## config.mk

```make
export PLATFORM = sky130hd
export DESIGN_NAME = gtd_mul
export DESIGN_NICKNAME = d
export VERILOG_FILES = /design/src/rtl/core/gtd_pkg.sv /design/src/rtl/core/gtd_mul.sv
export SDC_FILE = /design/constraint.sdc
export NUM_CORES = 2
export LEC_CHECK = 0
export ABC_CLOCK_PERIOD_IN_PS = 10800
export BUFFER_PORTS_ARGS = -buffer_cell sky130_fd_sc_hd__buf_2
export CORE_MARGIN = 2
export CORE_UTILIZATION = 55
export CTS_BUF_LIST = sky130_fd_sc_hd__clkbuf_8
export CTS_CLUSTER_SIZE = 8
export DETAILED_ROUTE_END_ITERATION = 7
export PLACE_DENSITY_LB_ADDON = 0.15
export SLEW_MARGIN = 20
export SYNTH_ARGS = -nofsm -noshare
export SYNTH_HDL_FRONTEND = slang
export SYNTH_SLANG_ARGS = --single-unit
export TNS_END_PERCENT = 5
```

## constraint.sdc

```tcl
create_clock -name clk_i -period 10.8 [get_ports clk_i]
set_input_delay 2.16 -clock clk_i [delete_from_list [all_inputs] [get_ports clk_i]]
set_output_delay 2.16 -clock clk_i [all_outputs]
set_load 0.03 [all_outputs]
```

## src/rtl/core/gtd_pkg.sv

```systemverilog
// Shared types, constants and fixed-point helpers for the Goertzel tone detector.
`timescale 1ns / 1ps
`default_nettype none
package gtd_pkg;

  localparam int unsigned CoefW   = 32;
  localparam int unsigned WlenW   = 17;
  localparam int unsigned ThrW    = 16;
  localparam int unsigned SampW   = 32;
  localparam int unsigned DcW     = 40;
  localparam int unsigned AccW    = 64;
  localparam int unsigned ProdW   = 128;
  localparam int unsigned ConfW   = 16;
  localparam int unsigned DenW    = AccW + WlenW;
  localparam int unsigned DivW    = DenW + 31;
  localparam int unsigned OutW    = 24;
  localparam int unsigned OutPadW = OutW - ConfW - 1;

  // register indexes on the config port
  localparam logic [1:0] RegCoef = 2'd0;
  localparam logic [1:0] RegWlen = 2'd1;
  localparam logic [1:0] RegThr  = 2'd2;

  localparam logic signed [CoefW-1:0] ResetCoef = 32'sd2074309917;
  localparam logic [WlenW-1:0]        ResetWlen = 17'd192;
  localparam logic [ThrW-1:0]         ResetThr  = 16'd29491;

  localparam logic [16:0]       AlphaQ16  = 17'd64881;
  localparam logic [AccW-1:0]   EnergyMin = 64'd3;
  localparam logic [4:0]        DivTop    = 5'd16;
  localparam logic [ConfW-1:0]  ConfSat   = 16'hFFFF;

  localparam logic signed [DcW-1:0]  DcMax    = {1'b0, {(DcW-1){1'b1}}};
  localparam logic signed [DcW-1:0]  DcMin    = {1'b1, {(DcW-1){1'b0}}};
  localparam logic signed [AccW-1:0] Int64Max = {1'b0, {(AccW-1){1'b1}}};
  localparam logic signed [AccW-1:0] Int64Min = {1'b1, {(AccW-1){1'b0}}};
  localparam logic [ProdW-1:0]       RndQ16   = 128'd1 << 15;
  localparam logic [ProdW-1:0]       RndQ30   = 128'd1 << 29;

  typedef enum logic [3:0] {
    ST_IDLE,
    ST_DC,
    ST_REC,
    ST_UPD,
    ST_SQ,
    ST_A1,
    ST_A2,
    ST_T,
    ST_TB,
    ST_B,
    ST_DEN,
    ST_DIV,
    ST_FIN,
    ST_OUT
  } gtd_state_e;

  typedef struct packed {
    logic            start;
    logic [AccW-1:0] a;
    logic [AccW-1:0] b;
  } mul_req_t;

  typedef struct packed {
    logic             done;
    logic [ProdW-1:0] prod;
  } mul_rsp_t;

  function automatic logic [AccW-1:0] mag64(input logic signed [AccW-1:0] v);
    logic [AccW-1:0] u;
    u = v;
    return v[AccW-1] ? (~u + 64'd1) : u;
  endfunction

  // scale a magnitude product back by 16 or 30 bits, round half away, saturate
  function automatic logic signed [AccW-1:0] mulq_fin(input logic [ProdW-1:0] prod,
                                                      input logic neg,
                                                      input logic sh16);
    logic [ProdW-1:0]       rnd;
    logic [ProdW-1:0]       shr;
    logic signed [AccW-1:0] res;
    rnd = prod + (sh16 ? RndQ16 : RndQ30);
    shr = sh16 ? (rnd >> 16) : (rnd >> 30);
    if (shr[ProdW-1:AccW] != '0) begin
      res = neg ? Int64Min : Int64Max;
    end else if (!neg) begin
      res = shr[AccW-1] ? Int64Max : $signed(shr[AccW-1:0]);
    end else if (shr[AccW-1] && (shr[AccW-2:0] != '0)) begin
      res = Int64Min;
    end else begin
      res = -$signed(shr[AccW-1:0]);
    end
    return res;
  endfunction

  function automatic logic signed [AccW-1:0] sat_add64(input logic signed [AccW-1:0] a,
                                                       input logic signed [AccW-1:0] b);
    logic signed [AccW:0] s;
    s = {a[AccW-1], a} + {b[AccW-1], b};
    if (s[AccW] != s[AccW-1]) begin
      return s[AccW] ? Int64Min : Int64Max;
    end
    return s[AccW-1:0];
  endfunction

  function automatic logic signed [AccW-1:0] sat_sub64(input logic signed [AccW-1:0] a,
                                                       input logic signed [AccW-1:0] b);
    logic signed [AccW:0] s;
    s = {a[AccW-1], a} - {b[AccW-1], b};
    if (s[AccW] != s[AccW-1]) begin
      return s[AccW] ? Int64Min : Int64Max;
    end
    return s[AccW-1:0];
  endfunction

endpackage
`default_nettype wire

```

## src/rtl/core/gtd_mul.sv

```systemverilog
// Iterative 64x64 unsigned multiplier built on one 32x32 multiplier and a 128-bit accumulator.
`timescale 1ns / 1ps
`default_nettype none
module gtd_mul (
  input  wire logic              clk_i,
  input  wire logic              rst_ni,
  input  wire gtd_pkg::mul_req_t req_i,
  output gtd_pkg::mul_rsp_t      rsp_o
);
  import gtd_pkg::*;

  logic [AccW-1:0]  a_q, b_q;
  logic [63:0]      part_q, part_d;
  logic [ProdW-1:0] acc_q, acc_d, part_shifted;
  logic [1:0]       psh_q, psh_d;
  logic [2:0]       idx_q, idx_d;
  logic             busy_q, busy_d, pv_q, pv_d, done_q, done_d;
  logic [31:0]      a_part, b_part;
  logic             issue;

  // idx bit 0 picks the half of a, bit 1 the half of b
  assign a_part = idx_q[0] ? a_q[63:32] : a_q[31:0];
  assign b_part = idx_q[1] ? b_q[63:32] : b_q[31:0];
  assign issue  = busy_q && !idx_q[2];
  assign part_d = a_part * b_part;

  always_comb begin
    case (psh_q)
      2'd0:    part_shifted = {64'd0, part_q};
      2'd1:    part_shifted = {32'd0, part_q, 32'd0};
      2'd2:    part_shifted = {part_q, 64'd0};
      default: part_shifted = '0;
    endcase
  end

  always_comb begin
    busy_d = busy_q;
    idx_d  = idx_q;
    pv_d   = issue;
    psh_d  = 2'(idx_q[0]) + 2'(idx_q[1]);
    done_d = busy_q && idx_q[2];
    acc_d  = pv_q ? (acc_q + part_shifted) : acc_q;
    if (req_i.start) begin
      busy_d = 1'b1;
      idx_d  = '0;
      acc_d  = '0;
    end else if (issue) begin
      idx_d = idx_q + 3'd1;
    end else if (busy_q) begin
      busy_d = 1'b0;
    end
  end

  always_ff @(posedge clk_i or negedge rst_ni) begin
    if (!rst_ni) begin
      busy_q <= 1'b0;
      idx_q  <= '0;
      pv_q   <= 1'b0;
      done_q <= 1'b0;
    end else begin
      busy_q <= busy_d;
      idx_q  <= idx_d;
      pv_q   <= pv_d;
      done_q <= done_d;
    end
  end

  always_ff @(posedge clk_i) begin
    if (req_i.start) begin
      a_q <= req_i.a;
      b_q <= req_i.b;
    end
    part_q <= part_d;
    psh_q  <= psh_d;
    acc_q  <= acc_d;
  end

  assign rsp_o.done = done_q;
  assign rsp_o.prod = acc_q;

  a_done_idle: assert property (@(posedge clk_i) disable iff (!rst_ni)
    done_q |-> !busy_q)
    else $error("gtd_mul: done raised while still busy");

  a_start_busy: assert property (@(posedge clk_i) disable iff (!rst_ni)
    req_i.start |=> busy_q && (idx_q == 3'd0))
    else $error("gtd_mul: start did not begin a product");

  a_last_done: assert property (@(posedge clk_i) disable iff (!rst_ni)
    (busy_q && idx_q[2] && !req_i.start) |=> done_q && !busy_q)
    else $error("gtd_mul: last partial product not followed by done");

endmodule
`default_nettype wire

```

==> flow_summary.yaml <==
synth:
  synth_most_common_cell: "inv_1"
  synth_common_cells: "inv_1 (942), fa_1 (897), nor2_1 (834)"
  synth_cell_type_count: 91
  synth_edf_count: 128
  synthTopCellsByArea: "fa_1 (34%), ha_1 (9.4%), dfxtp_1 (7.4%), edfxtp_1 (7.4%), inv_1 (6.8%)"
  ys_seq_area_share_pct: 15.10
  async_reset_ff_share_pct: 1.829
  synth.largest_area_cell: "fa_1"
  synth.top_cell.area_share_pct: 34.41
  synth_flop_cell: "dfxtp_1"
  ys_warn_count: 0
  syn_inst: 5913
  netlist_area_mm2: 0.05218
  syn_avg_cell_area_um2: 8.825
  ys_ff_latch: 328
  synth_fp_nets: 7332
global_routing:
  antenna_found_initial: 3
  track_usage_pct: 38.78
  overflow: 0
  grt_pass1_wl_mm: 279.4
  grt_max_degree: 79
  grt_pass1_vias: 44050
route:
  drc: 0
  drt_iter0_drc: 4422
  ant_nets: 0
  drt-total-wl_mm: 188.7
  vias: 43540
  wl_per_cell_um: 25.68
  dr.pass1.iters: 6
  viasPerCell: 5.927
critical_path:
  worst_path_dominant_cell_family: "adder cells"
  cp_num_buf_inv: 5
  worst-endpoint-required_ns: 11.49
  cp_slowest_cell: "mux2i_2"
  crit_fanout: 41
  critPathKind: "register to register"
  worstPathArrival_ns: 10.36
  max_stage_delay_ns: 0.94
  startpoint_type: "register"
  crit_path_end_kind: "register"
  cp_common_cell: "fa_1"
timing:
  tns_ns: 0
  drv_slew: 0
  final_hold_viol_count: 0
  setup_violations: 0
  whs_ns: 0.4845
  finClkSkew_ns: 0.03462
  worst_pin_slew_ns: 1.221
  relSlewSlack_pct: 17.56
  rsz0062_at_grt: "false"
  post-route-period-util_pct: 89.54
  fmax_mhz: 103.4
  period_needed_ns: 9.670
cells_and_area:
  drive_above_1_share_pct: 9.969
  multi_input_area_mm2: 0.03989
  fillerInstances: 8482
  areaGrowthSynthToFinish_pct: 7.934
  nets: 7462
  utilization_pct: 60.17
  regArea_mm2: 0.007890
clock_tree:
  cts_sinks: 328
  post_cts_resized: 0
  cts_inserted_buffers: 57
  clk_pin_slew_ns: 0.06
  cts_hold_buf: 0
  clockBufferDepth: 3
  root_buffer: "clkbuf_8"
  cts_tree: "built"
  clk-insertion-delay-late_ns: 0.76
  cts.htree.levels: 2
  postCtsSetupBuffers: 0
flow_run:
  drv_cap: 0
placement:
  dp_hpwl_mm: 153.8
  gp_congestion: 1.046
  port_buffers: 259
floorplanning:
  initial_core_util_pct: 55.75
  die-area_mm2: 0.09736
  io-pin-count: 260
  core_area_mm2: 0.09361
  num_rows: 112
  die_w_um: 312.0
  fp.dieH_um: 312.0
min_path:
  hold_class: "register to register"
run_status:
  status: "finished clean"
==> flip-flops by register name, indices dropped and copies added (netlist names) <==
signal,count
done_q,1
idx_q,3
b_q,64
acc_q,128
psh_q,2
part_q,64
pv_q,1
busy_q,1
a_q,64
==> metal layers <==
layer  global-route usage (%)  part of all wire (%)  vias to the layer above
li1                         -                     -                    19080
met1                    50.48                    39                    21320
met2                    60.25                    44                     2639
met3                    10.24                    11                      502
met4                    18.98                   6.2                        2
met5                        0                0.0058                        -
==> worst register-to-register path: cells and delay by family (launching register included) <==
family	cells	cell delay, ns
AND/OR/NAND/NOR	5	1.31
buffers and inverters	5	0.56
AO/OA/AOI/OAI	5	1.49
multiplexers	1	0.97
XOR/XNOR	1	0.14
flip-flops	1	0.64
adder cells (fa/ha/maj)	9	4.47
==> final cells by class <==
type / instances / share of cell area [%]
tap: 1254 / 2.786
clock inverter: 41 / 0.6775
antenna: 3 / 0.01333
multi-input combinational: 4343 / 70.82
clock buffer: 64 / 1.564
timing repair buffer: 371 / 3.854
sequential: 328 / 14.01
inverter: 942 / 6.278
==> placed cells by master (no fill, tap or decap), types with 70 or more instances in the layout <==
master	Yosys	routed
fa_1	897	897
xor2_1	70	70
a21oi_1	265	265
buf_2	2	258
xnor2_1	102	102
nand2_1	670	670
o21ai_0	180	180
nand4_1	82	82
a21o_1	95	95
nor2_1	834	833
inv_1	942	964
edfxtp_1	128	128
and2_1	74	74
ha_1	391	391
dfxtp_1	194	193
mux2i_1	157	108
buf_4	2	110
==> stage by stage <==
stage	std cells	setup slack, ns	instance area (um2)
after floorplan	5913	1.940	52180
after global placement	7238	1.300	55050
after detailed placement	7238	1.170	55050
after CTS	7343	1.175	56310
after global routing	7344	0.6872	56320
final	7346	1.130	56320
==> cells by family after synthesis <==
logic type                 after synthesis  synth area share, %
buffers and inverters                 1242                8.984
adders and majority gates             1288                43.79
and+or+nand+nor                       1833                14.72
muxes                                  221                4.393
AOI/OAI and AO/OA                      829                10.13
DFF                                    328                15.10
xor gates and xnor gates               172                2.887
==> final timing paths <==
kind | start | endpoint | slack, ns | depth (start not counted)
max in group asynchronous | rst_ni | idx_q[0] | 9.14 | 1
max | idx_q[0] | part_q[62] | 1.13 | 26
max reg2reg | idx_q[0] | part_q[62] | 1.13 | 26
min | acc_q[104] | acc_q[104] | 0.48 | 2
min reg2reg | acc_q[104] | acc_q[104] | 0.48 | 2
min in group asynchronous | rst_ni | idx_q[1] | 1.34 | 1
Power is left out: the tool's default activity adds up to more than one toggle a clock period on the data nets, which glitch-free logic cannot reach.
